## config.mk

```make
export PLATFORM = sky130hd
export DESIGN_NAME = http_request_line_parser_unit
export DESIGN_NICKNAME = d
export VERILOG_FILES = /design/src/sv/hrlp_pkg.sv /design/src/sv/http_request_line_parser_unit.sv /design/src/sv/hrlp_parser.sv
export SDC_FILE = /design/constraint.sdc
export NUM_CORES = 1
export LEC_CHECK = 0
export ABC_AREA = 1
export BUFFER_PORTS_ARGS = -buffer_cell sky130_fd_sc_hd__buf_2
export CORE_MARGIN = 1.5
export CORE_UTILIZATION = 60
export CTS_CLUSTER_DIAMETER = 60
export CTS_CLUSTER_SIZE = 20
export DETAILED_ROUTE_END_ITERATION = 8
export PLACE_DENSITY = 0.83
export SLEW_MARGIN = 10
export SYNTH_ARGS = -nofsm -noshare
export SYNTH_HDL_FRONTEND = slang
export SYNTH_SLANG_ARGS = --single-unit
```

## constraint.sdc

```tcl
create_clock -name i_clk -period 3.8 [get_ports i_clk]
set_input_delay 0.57 -clock i_clk [delete_from_list [all_inputs] [get_ports i_clk]]
set_output_delay 0.57 -clock i_clk [all_outputs]
set_load 0.01 [all_outputs]
```

## src/sv/hrlp_pkg.sv

```systemverilog
package hrlp_pkg;

    localparam int NUM_METHODS = 9;
    localparam int NUM_VERSIONS = 2;
    localparam int TEXT_CHARS = 8;

    // Parse phase of the current line. Code 7 is unused and behaves like
    // PH_TRAILING.
    typedef enum logic [2:0] {
        PH_PRE_METHOD  = 3'd0,
        PH_METHOD      = 3'd1,
        PH_PRE_TARGET  = 3'd2,
        PH_TARGET      = 3'd3,
        PH_PRE_VERSION = 3'd4,
        PH_VERSION     = 3'd5,
        PH_TRAILING    = 3'd6
    } t_phase;

    typedef struct packed {
        logic       target_valid;
        logic [7:0] target_byte;
        logic       line_done;
        logic       accepted;
        logic [3:0] method_code;
        logic       version_code;
    } t_result;

    // Lower-case method names, one character per entry, padded with zeros.
    localparam logic [7:0] METHOD_TEXT [NUM_METHODS][TEXT_CHARS] = '{
        '{"g", "e", "t", 8'h00, 8'h00, 8'h00, 8'h00, 8'h00},
        '{"h", "e", "a", "d", 8'h00, 8'h00, 8'h00, 8'h00},
        '{"p", "o", "s", "t", 8'h00, 8'h00, 8'h00, 8'h00},
        '{"p", "u", "t", 8'h00, 8'h00, 8'h00, 8'h00, 8'h00},
        '{"d", "e", "l", "e", "t", "e", 8'h00, 8'h00},
        '{"c", "o", "n", "n", "e", "c", "t", 8'h00},
        '{"o", "p", "t", "i", "o", "n", "s", 8'h00},
        '{"t", "r", "a", "c", "e", 8'h00, 8'h00, 8'h00},
        '{"p", "a", "t", "c", "h", 8'h00, 8'h00, 8'h00}
    };

    localparam logic [3:0] METHOD_LEN [NUM_METHODS] = '{
        4'd3, 4'd4, 4'd4, 4'd3, 4'd6, 4'd7, 4'd7, 4'd5, 4'd5
    };

    // Index 0 is HTTP/1.0, index 1 is HTTP/1.1.
    localparam logic [7:0] VERSION_TEXT [NUM_VERSIONS][TEXT_CHARS] = '{
        '{"H", "T", "T", "P", "/", "1", ".", "0"},
        '{"H", "T", "T", "P", "/", "1", ".", "1"}
    };

    localparam logic [3:0] VERSION_LEN = 4'd8;
    localparam logic [3:0] POS_MAX = 4'd15;

    function automatic logic is_space(input logic [7:0] b);
        return (b == 8'h20) || ((b >= 8'h09) && (b <= 8'h0D));
    endfunction

endpackage

```

## src/sv/http_request_line_parser_unit.sv

```systemverilog
// Channel  Dir  Handshake              Payload
// s_axis   in   tvalid/tready          tdata = line byte, tlast = last byte of line
// m_axis   out  tvalid/tready          tdata = target byte, accepted, method, version;
//                                      tuser = target byte flag, tlast = line done
//
// Every input item produces exactly one result item. An accepted item is held in the
// input register and moves into the result register, which drives m_axis, once that
// register is empty or being drained. One item is taken per clock while m_axis is not
// stalled; the parse state update is a single pass of compare logic that sits between
// the input register and the result register.
// Reset is synchronous and active low; it clears the parse state and both
// valid flags. A stall on m_axis holds the result register and, through it,
// the input register, so s_axis_tready drops only when both are full.
module http_request_line_parser_unit
    import hrlp_pkg::*;
(
    input  logic        i_clk,
    input  logic        i_rst_n,
    input  logic        s_axis_tvalid,
    output logic        s_axis_tready,
    input  logic [7:0]  s_axis_tdata,   // [7:0] line_byte
    input  logic        s_axis_tlast,   // last_byte
    output logic        m_axis_tvalid,
    input  logic        m_axis_tready,
    output logic [15:0] m_axis_tdata,   // [7:0] target_byte, [8] accepted,
                                        // [12:9] method_code, [13] version_code,
                                        // [15:14] zero
    output logic        m_axis_tuser,   // target_valid
    output logic        m_axis_tlast    // line_done
);

    logic       r_in_valid;
    logic [7:0] r_in_byte;
    logic       r_in_last;
    logic       r_out_valid;
    t_result    r_out;
    t_result    step_result;
    logic       advance;
    logic       step;

    // The result register can take a new item when it is empty or being drained.
    assign advance = !r_out_valid || m_axis_tready;
    // The held input item is parsed whenever it can move into the result register.
    assign step = r_in_valid && advance;
    assign s_axis_tready = !r_in_valid || advance;

    hrlp_parser u_parser (
        .i_clk    (i_clk),
        .i_rst_n  (i_rst_n),
        .i_step   (step),
        .i_byte   (r_in_byte),
        .i_last   (r_in_last),
        .o_result (step_result)
    );

    always_ff @(posedge i_clk) begin
        if (!i_rst_n) begin
            r_in_valid <= 1'b0;
        end else if (s_axis_tvalid && s_axis_tready) begin
            r_in_valid <= 1'b1;
        end else if (step) begin
            r_in_valid <= 1'b0;
        end
    end

    always_ff @(posedge i_clk) begin
        if (s_axis_tvalid && s_axis_tready) begin
            r_in_byte <= s_axis_tdata;
            r_in_last <= s_axis_tlast;
        end
    end

    always_ff @(posedge i_clk) begin
        if (!i_rst_n) begin
            r_out_valid <= 1'b0;
        end else if (advance) begin
            r_out_valid <= r_in_valid;
        end
    end

    always_ff @(posedge i_clk) begin
        if (step) begin
            r_out <= step_result;
        end
    end

    assign m_axis_tvalid = r_out_valid;
    assign m_axis_tuser  = r_out.target_valid;
    assign m_axis_tlast  = r_out.line_done;
    assign m_axis_tdata  = {2'b00, r_out.version_code, r_out.method_code,
                            r_out.accepted, r_out.target_byte};

    a_verdict_only_at_end: assert property (@(posedge i_clk) disable iff (!i_rst_n)
        (m_axis_tvalid && !m_axis_tlast) |-> (m_axis_tdata[13:8] == 6'd0))
        else $error("verdict fields set on a result that does not end the line");

    a_byte_only_in_target: assert property (@(posedge i_clk) disable iff (!i_rst_n)
        (m_axis_tvalid && !m_axis_tuser) |-> (m_axis_tdata[7:0] == 8'd0))
        else $error("target byte driven outside the target token");

    a_method_code_range: assert property (@(posedge i_clk) disable iff (!i_rst_n)
        m_axis_tvalid |-> (m_axis_tdata[12:9] <= 4'(NUM_METHODS - 1)))
        else $error("method code out of range");

endmodule

```

## src/sv/hrlp_parser.sv

```systemverilog
module hrlp_parser
    import hrlp_pkg::*;
(
    input  logic       i_clk,
    input  logic       i_rst_n,
    input  logic       i_step,
    input  logic [7:0] i_byte,
    input  logic       i_last,
    output t_result    o_result
);

    t_phase     r_phase, n_phase;
    logic [8:0] r_method_cands, n_method_cands;
    logic [3:0] r_pos, n_pos;
    logic [1:0] r_ver_cands, n_ver_cands;
    logic [3:0] r_matched_method, n_matched_method;
    logic       r_method_matched, n_method_matched;

    always_comb begin
        logic       ws;
        logic [7:0] folded;
        logic [3:0] feed_pos;
        logic [3:0] bumped;
        logic [8:0] m_keep;
        logic [1:0] v_keep;
        logic [1:0] v_base;

        ws = is_space(i_byte);
        folded = ((i_byte >= "A") && (i_byte <= "Z")) ? (i_byte + 8'd32) : i_byte;
        // A token starts at position zero when it is entered from its gap.
        feed_pos = ((r_phase == PH_PRE_METHOD) || (r_phase == PH_PRE_VERSION)) ?
                   4'd0 : r_pos;
        bumped = (feed_pos == POS_MAX) ? POS_MAX : (feed_pos + 4'd1);
        v_base = (r_phase == PH_PRE_VERSION) ? 2'b11 : r_ver_cands;

        for (int i = 0; i < NUM_METHODS; i++) begin
            m_keep[i] = (feed_pos < METHOD_LEN[i]) &&
                        (METHOD_TEXT[i][feed_pos[2:0]] == folded);
        end
        for (int i = 0; i < NUM_VERSIONS; i++) begin
            v_keep[i] = (feed_pos < VERSION_LEN) &&
                        (VERSION_TEXT[i][feed_pos[2:0]] == i_byte);
        end

        n_phase = r_phase;
        n_method_cands = r_method_cands;
        n_pos = r_pos;
        n_ver_cands = r_ver_cands;
        n_matched_method = r_matched_method;
        n_method_matched = r_method_matched;
        o_result = '0;

        unique case (r_phase)
            PH_PRE_METHOD, PH_METHOD: begin
                if (!ws) begin
                    n_phase = PH_METHOD;
                    n_method_cands = r_method_cands & m_keep;
                    n_pos = bumped;
                end else if (r_phase == PH_METHOD) begin
                    n_phase = PH_PRE_TARGET;
                end
            end
            PH_PRE_TARGET, PH_TARGET: begin
                if (!ws) begin
                    n_phase = PH_TARGET;
                    o_result.target_valid = 1'b1;
                    o_result.target_byte = i_byte;
                end else if (r_phase == PH_TARGET) begin
                    n_phase = PH_PRE_VERSION;
                end
            end
            PH_PRE_VERSION, PH_VERSION: begin
                if (!ws) begin
                    n_phase = PH_VERSION;
                    n_ver_cands = v_base & v_keep;
                    n_pos = bumped;
                end else if (r_phase == PH_VERSION) begin
                    n_phase = PH_TRAILING;
                end
            end
            default: begin
            end
        endcase

        // A method token closes on whitespace or when the line ends inside it.
        if (((r_phase == PH_METHOD) && ws) || ((n_phase == PH_METHOD) && i_last)) begin
            for (int i = 0; i < NUM_METHODS; i++) begin
                if (n_method_cands[i] && (METHOD_LEN[i] == n_pos)) begin
                    n_matched_method = 4'(i);
                    n_method_matched = 1'b1;
                end
            end
        end
        if (((r_phase == PH_VERSION) && ws) || ((n_phase == PH_VERSION) && i_last)) begin
            if (n_pos != VERSION_LEN) begin
                n_ver_cands = 2'b00;
            end
            n_phase = PH_TRAILING;
        end

        if (i_last) begin
            o_result.line_done = 1'b1;
            if (n_method_matched && (n_phase >= PH_TRAILING) && (n_ver_cands != 2'b00)) begin
                o_result.accepted = 1'b1;
                o_result.method_code = n_matched_method;
                o_result.version_code = n_ver_cands[1];
            end
            n_phase = PH_PRE_METHOD;
            n_method_cands = '1;
            n_pos = '0;
            n_ver_cands = 2'b11;
            n_matched_method = '0;
            n_method_matched = 1'b0;
        end
    end

    always_ff @(posedge i_clk) begin
        if (!i_rst_n) begin
            r_phase <= PH_PRE_METHOD;
            r_method_cands <= '1;
            r_pos <= '0;
            r_ver_cands <= 2'b11;
            r_matched_method <= '0;
            r_method_matched <= 1'b0;
        end else if (i_step) begin
            r_phase <= n_phase;
            r_method_cands <= n_method_cands;
            r_pos <= n_pos;
            r_ver_cands <= n_ver_cands;
            r_matched_method <= n_matched_method;
            r_method_matched <= n_method_matched;
        end
    end

    a_line_end_resets: assert property (@(posedge i_clk) disable iff (!i_rst_n)
        (i_step && i_last) |=> ((r_phase == PH_PRE_METHOD) && (r_method_cands == 9'h1FF)))
        else $error("parser state not cleared after line end");

    a_method_after_close: assert property (@(posedge i_clk) disable iff (!i_rst_n)
        r_method_matched |-> ((r_phase != PH_PRE_METHOD) && (r_phase != PH_METHOD)))
        else $error("method marked matched before its token closed");

    a_version_has_bytes: assert property (@(posedge i_clk) disable iff (!i_rst_n)
        (r_phase == PH_VERSION) |-> (r_pos != 4'd0))
        else $error("inside version token with no bytes counted");

endmodule
```

## After elaboration in Yosys (flattened, before gate mapping)

Memories as Yosys holds them, arrays and structs flattened.
Cells that the tools add are included.

| word-level totals | value |
|---|---|
| bits in registers | 50 |
| ROM bits | 704 |
| input bits | 13 |
| output and inout port bits | 20 |
| logic and storage cells | 191 |
| memories | 11 |

| cells by class | value |
|---|---|
| add/sub/neg operators | 2 |
| magnitude comparators | 12 |
| equality and inequality tests | 26 |
| mux-type cells | 73 |
| bitwise logic cells | 4 |
| reduce and logical (&&, ||, !) cells | 47 |

Memory list:

| name | words | bits a word | read ports | clocked after memory_dff | wr ports | line | RTL |
|---|---|---|---|---|---|---|---|
| (name not given) | 8 | 8 | 1 | 0 | 0 | hrlp_parser.sv:42 | `(VERSION_TEXT[i][feed_pos[2:0]] == i_byte);` |
| (name not given) | 8 | 8 | 1 | 0 | 0 | hrlp_parser.sv:42 |  |
| (name not given) | 8 | 8 | 1 | 0 | 0 | hrlp_parser.sv:38 | `(METHOD_TEXT[i][feed_pos[2:0]] == folded);` |
| (name not given) | 8 | 8 | 1 | 0 | 0 | hrlp_parser.sv:38 |  |
| (name not given) | 8 | 8 | 1 | 0 | 0 | hrlp_parser.sv:38 |  |
| (name not given) | 8 | 8 | 1 | 0 | 0 | hrlp_parser.sv:38 |  |
| +5 memories | - | - | - | - | - | - |  |

Operators by type and width:

| cell | number |
|---|---|
| $mux 8 | 23 |
| $eq 8x8->1 | 11 |
| $mux 4 | 16 |
| $mux 9 | 4 |
| $logic_and 1x1->1 | 30 |
| $mux 3 | 8 |
| $eq 3x4->1 const A | 4 |
| $lt 4x3->1 const B | 4 |
| $mux 1 | 13 |
| $mux 2 | 6 |
| $and 9x9->9 | 1 |
| $eq 3x3->1 const B | 3 |
| $pmux 3 s3 | 1 |
| $add 8x6->8 const B | 1 |
| $eq 8x6->1 const B | 1 |
| $ge 8x4->1 const B | 1 |
| $ge 8x7->1 const B | 1 |
| $le 8x4->1 const B | 1 |
| $le 8x7->1 const B | 1 |
| $reduce_or 2->1 | 4 |
| $mux 7 | 1 |
| $eq 3x1->1 const B | 2 |
| $eq 3x2->1 const B | 2 |
| $logic_or 1x1->1 | 6 |
| other kinds (17) | 19 |

## Depth between registers and ports, before layout

| depth | value |
|---|---|
| depth in word-level cells | 27 |
| mapped depth | 26 |
| gate-level depth less buffers | 25 |

## Modules after synthesis

From an unflattened synthesis, not the netlist that was laid out.

| second synthesis, totals | value |
|---|---|
| cell total of the unflattened synthesis | 515 |
| area total of the unflattened synthesis | 3717.3 sq um |

By module, submodules not included:

| module | instances | cells an instance | area an instance (sq um) | seq. area each (sq um) |
|---|---|---|---|---|
| hrlp_parser | 1 | 474 | 2852.7 | 460.4 |
| http_request_line_parser_unit | 1 | 41 | 864.6 | 790.8 |

## Worst setup path after synthesis

OpenSTA, ideal clock, no wires.

| timing path | value |
|---|---|
| kind | register -> register |
| start | register u_parser.r_phase[1] |
| end | register r_out (netlist bit m_axis_tdata[9]) (data pin) |
| library setup time | 0.255 ns |
| arrival | 2.571 ns |
| required time | 3.545 ns |
| setup slack | 0.974 ns |
| cell stages (with the launch flop) | 25 |
| path buffers | 0 |
| cells stage by stage | dfxtp_1 -> nor2_4 -> nor2_2 -> ha_1 -> inv_1 -> ha_1 -> xnor2_1 -> nand3_1 -> nor2_1 -> nand3_1 -> nor2_1 -> nand2_1 -> nand2_1 -> nand3_1 -> nand2_1 -> nand2_1 -> nand2_1 -> nand2_1 -> nand2_1 -> nand2_1 -> nand2_1 -> nand2_1 -> nand2_1 -> nand2_1 -> and2_1 |

| on the way | value |
|---|---|
| cells in the longest elaborated chain, start to end | 26 |
| elaborated cells on any way between the ends | 144 |
| classes of those cells | 1 x add/sub; 7 x order compare; 25 x eq/ne; 61 x mux; 3 x bitwise; 36 x reduce/logical; 11 x memory |

RTL lines:

| what | line | RTL |
|---|---|---|
| start, declared | hrlp_parser.sv:12 | `t_phase r_phase, n_phase;` |
| start signal, assigned | hrlp_parser.sv:126 | `r_phase <= n_phase;` |
| $eq 3x3->1 or $logic_not 3->1 (tied branches) | hrlp_parser.sv:31, hrlp_parser.sv:34, hrlp_parser.sv:53 |  |
| $logic_or 1x1->1 | hrlp_parser.sv:31 | `feed_pos = ((r_phase == PH_PRE_METHOD) \|\| (r_phase == PH_PRE_VERSION)) ?` |
| $mux 4 | hrlp_parser.sv:31 |  |
| $not 3->4 (implied by the code) | hrlp_parser.sv:38, hrlp_parser.sv:42 |  |
| $mem_v2 8x8 | - |  |
| $mux 8 (implied by the code) (2 in a row) | hrlp_parser.sv:38 |  |
| $eq 8x8->1 | hrlp_parser.sv:38 |  |
| $logic_and 1x1->1 | hrlp_parser.sv:37 | `m_keep[i] = (feed_pos < METHOD_LEN[i]) &&` |
| $and 9x9->9 | hrlp_parser.sv:57 | `n_method_cands = r_method_cands & m_keep;` |
| $mux 9 | hrlp_parser.sv:55 | `if (!ws) begin` |
| $mux 9 | hrlp_parser.sv:53 | `unique case (r_phase)` |
| $logic_and 1x1->1 | hrlp_parser.sv:88 | `if (n_method_cands[i] && (METHOD_LEN[i] == n_pos)) begin` |
| $mux 1 (9 in a row) | hrlp_parser.sv:88 |  |
| $mux 1 | hrlp_parser.sv:86 | `if (((r_phase == PH_METHOD) && ws) \|\| ((n_phase == PH_METHOD) && i_last)) begin` |
| $logic_and 1x1->1 (2 in a row) | hrlp_parser.sv:103 | `if (n_method_matched && (n_phase >= PH_TRAILING) && (n_ver_cands != 2'b00)) begin` |
| $reduce_and 2->1 (no source line) | - |  |
| end signal, assigned | http_request_line_parser_unit.sv:83 | `r_out <= step_result;` |
| end, declared | http_request_line_parser_unit.sv:36 | `t_result r_out;` |

Several ways; a longest one is shown, not always the timed one. The select of a mux whose other input is x is not followed.
A chain may end at the register's enable or synchronous reset.

## Final worst setup path

Same ends and word-level chain as after synthesis.

==> impl_metrics.tcl <==
set metrics [dict create \
    coreArea_mm2 0.00589 \
    overflow 0 \
    vdd_drop_max_v 0.000197 \
    yosysWarnings 0 \
    start_util 0.616 \
    final_util 0.659 \
    drv_slew 0 \
    min_period_over_period 0.886 \
    clk_path_buf_depth 2 \
    grt_max_degree 25 \
    first_global_vias 3206 \
    cts_buffers 5 \
    clk_latency_ns 0.31 \
    die-area_mm2 0.00651 \
    cts-htree-levels 2 \
    num_rows 28 \
    gp_congestion 1.00 \
    root_buffer "clkbuf_8" \
    drt_wl_total_mm 9.55 \
    die_w_um 80.7 \
    num_vias 3514 \
    maxCapViolations 0 \
    rsz0062_at_grt "false" \
    p_per_area_mw_per_mm2 283 \
    cp.arrival_ns 3.44 \
    placed_area_mm2 0.00379 \
    min_path_type "in2reg" \
    final.setup.tns_ns 0 \
    grt_pass1_wl_mm 15.3 \
    syn_area_per_cell_um2 7.10 \
    max_freq_ghz 0.297 \
    ys_ff_latch 50 \
    cts_tree "done" \
    final_nets 558 \
    fin_area_mm2 0.00388 \
    synth.distinct_cells 46 \
    drc_errors 0 \
    synth-seq-area-share 0.345 \
    criticalPathCategory "reg2reg" \
    netlist_instances 510 \
    die_h_um 80.7 \
    grt.total_usage 0.309 \
    required_ns 3.88 \
    area_delta_synth_final_pct 7.11 \
    via_per_inst 5.76 \
    worst_pin_slew_ns 0.826 \
    hpwl_mm 7.20 \
    cts_hold_buf 0 \
    fin_crit_ns 3.37 \
    routedWlPerCell_um 15.7 \
    path_clk_slew_ns 0.10 \
    final_antenna_net_count 0 \
    path_max_fanout 7 \
    synth_area_mm2 0.00362 \
    ys.flop_type "edfxtp_1" \
    status "finished, final reports clean" \
    cts_sinks 50 \
    total_power_uw 1100 \
    antenna_found_initial 0 \
    portBuffers 30 \
    holdWs_ns 0.431 \
    drive_above_1_share 0.133 \
    async_flop_share 0 \
    end_kind "register" \
    hold_viol_final 0 \
    io_pins 33 \
    cts_setup_buffers 0 \
    firstDrtPassIters 8 \
    critPathLaunchType "register" \
    diodes 0 \
    ctsResizeCount 0 \
    slew_headroom 0.448 \
    leakagePower_uw 0.00175 \
    synth_enable_flop_cells 25 \
    drt_iter0_drc 350 \
    skew_ns 0.00660 \
    setup_viol 0 \
]
routing by layer:
layer	up-vias	wire, um	track usage
met5	-	0	0
met4	0	276	0.122
met3	30	758	0.0568
met2	176	4260	0.482
met1	1587	4250	0.421
li1	1721	-	-
placed cells by master, fill, tap and decap left out, types with 3 or more instances in the layout:
| cell | count |
|---|---|
| nand2_1 | 137 |
| inv_1 | 46 |
| nor2_1 | 45 |
| a21oi_1 | 36 |
| buf_2 | 30 |
| nand3_1 | 28 |
| edfxtp_1 | 25 |
| dfxtp_1 | 25 |
| xor2_1 | 24 |
| o21ai_0 | 20 |
| nor3_1 | 14 |
| ha_1 | 11 |
| inv_2 | 7 |
| nor2_2 | 7 |
| nand2_2 | 7 |
| o21ai_1 | 7 |
| nand4_1 | 7 |
| clkbuf_8 | 6 |
| o21bai_1 | 5 |
| nand3b_1 | 5 |
| nor2_4 | 3 |
| o31ai_1 | 3 |
| clkinv_1 | 3 |
| a21boi_1 | 3 |
| a211oi_1 | 3 |
| buf_4 | 3 |
synth_stat cells, types with 2 or more instances:
cell type / n / area (um2)
o21ai_1: 7 / 35.0
buf_6: 3 / 33.8
nor2_1: 45 / 169
xor2_1: 24 / 210
nand3b_1: 5 / 37.5
clkbuf_1: 6 / 22.5
nand3_2: 2 / 20.0
inv_2: 7 / 26.3
o21bai_1: 5 / 37.5
o21ai_0: 20 / 100
buf_2: 2 / 10.0
xnor2_1: 2 / 17.5
clkinv_1: 2 / 7.51
buf_4: 5 / 37.5
a211o_1: 2 / 17.5
nand2_2: 7 / 43.8
nor2_2: 7 / 43.8
nor3_1: 14 / 70.1
a21boi_1: 3 / 22.5
dfxtp_1: 25 / 500
nand4_1: 7 / 43.8
nor2_4: 3 / 33.8
and2_1: 2 / 12.5
edfxtp_1: 25 / 751
nand3_1: 28 / 140
a21oi_1: 36 / 180
o31ai_1: 3 / 22.5
nor4_1: 2 / 12.5
inv_1: 46 / 173
a211oi_1: 3 / 22.5
ha_1: 11 / 138
nand2_1: 137 / 514
final timing paths:
path | start | end | slack (ns) | cells past startpoint
max reg2reg | u_parser.r_phase[1] | m_axis_tdata[9] | 0.43 | 24
min | s_axis_tdata[3] | r_in_byte[3] | 0.43 | 1
max | u_parser.r_phase[1] | m_axis_tdata[9] | 0.43 | 24
min reg2reg | u_parser.r_method_cands[4] | u_parser.r_method_cands[4] | 0.48 | 2
metrics by stage:
| stage | worst slack (ns) | std cells |
|---|---|---|
| final | 0.434 | 610 |
| after global routing | 0.0745 | 610 |
| after CTS | 0.493 | 610 |
| after detailed placement | 0.502 | 602 |
| after global placement | 0.604 | 602 |
| after floorplan | 0.974 | 511 |
cell type report:
type / instances / area (um2)
Multi-Input combinational cell: 389 / 2060
Fill cell: 534 / 2000
Timing Repair Buffer: 33 / 173
Sequential cell: 50 / 1250
Clock inverter: 2 / 12.5
Clock buffer: 6 / 82.6
Inverter: 55 / 206
Tap cell: 75 / 93.8
cells by family (layout without fill, tap and decap cells):
logic type / after synthesis / after routing / synth area share
AND/OR/NAND/NOR: 264 / 264 / 0.328
AO/OA/AOI/OAI: 86 / 86 / 0.138
buffers and inverters: 72 / 96 / 0.0867
flip-flops: 50 / 50 / 0.345
XOR/XNOR: 26 / 26 / 0.0628
adder cells (fa/ha/maj): 11 / 11 / 0.0380
other: 1 / 2 / 0.00103
state kept, by name (all words and copies together) (netlist names):
register                   flops
r_in_byte                      8
m_axis_tlast                   1
u_parser.r_phase               3
u_parser.r_pos                 4
r_in_valid                     1
u_parser.r_method_matched      1
m_axis_tuser                   1
u_parser.r_matched_method      4
m_axis_tdata                  14
m_axis_tvalid                  1
r_in_last                      1
u_parser.r_ver_cands           2
u_parser.r_method_cands        9
report_power, final:
group	switching [uW]	total (uW)	internal [uW]
Combinational	97.6	148	50.3
Clock	185	332	147
Sequential	26.3	616	590
Total	309	1100	787
worst max-delay path, stage by stage, from the launching register on:
cell and delay (ns):
dfxtp_1 0.50, nor2_4 0.10, nor2_2 0.30, ha_1 0.31
inv_1 0.10, ha_1 0.28, xnor2_1 0.17, nand3_1 0.10
nor2_1 0.14, nand3_1 0.08, nor2_1 0.09, nand2_1 0.06
nand2_1 0.08, nand3_1 0.11, nand2_1 0.08, nand2_1 0.05
nand2_1 0.05, nand2_1 0.05, nand2_1 0.05, nand2_1 0.05
nand2_1 0.06, nand2_1 0.07, nand2_1 0.06, nand2_1 0.06
and2_1 0.15
Power figures use the tool's default switching activity.
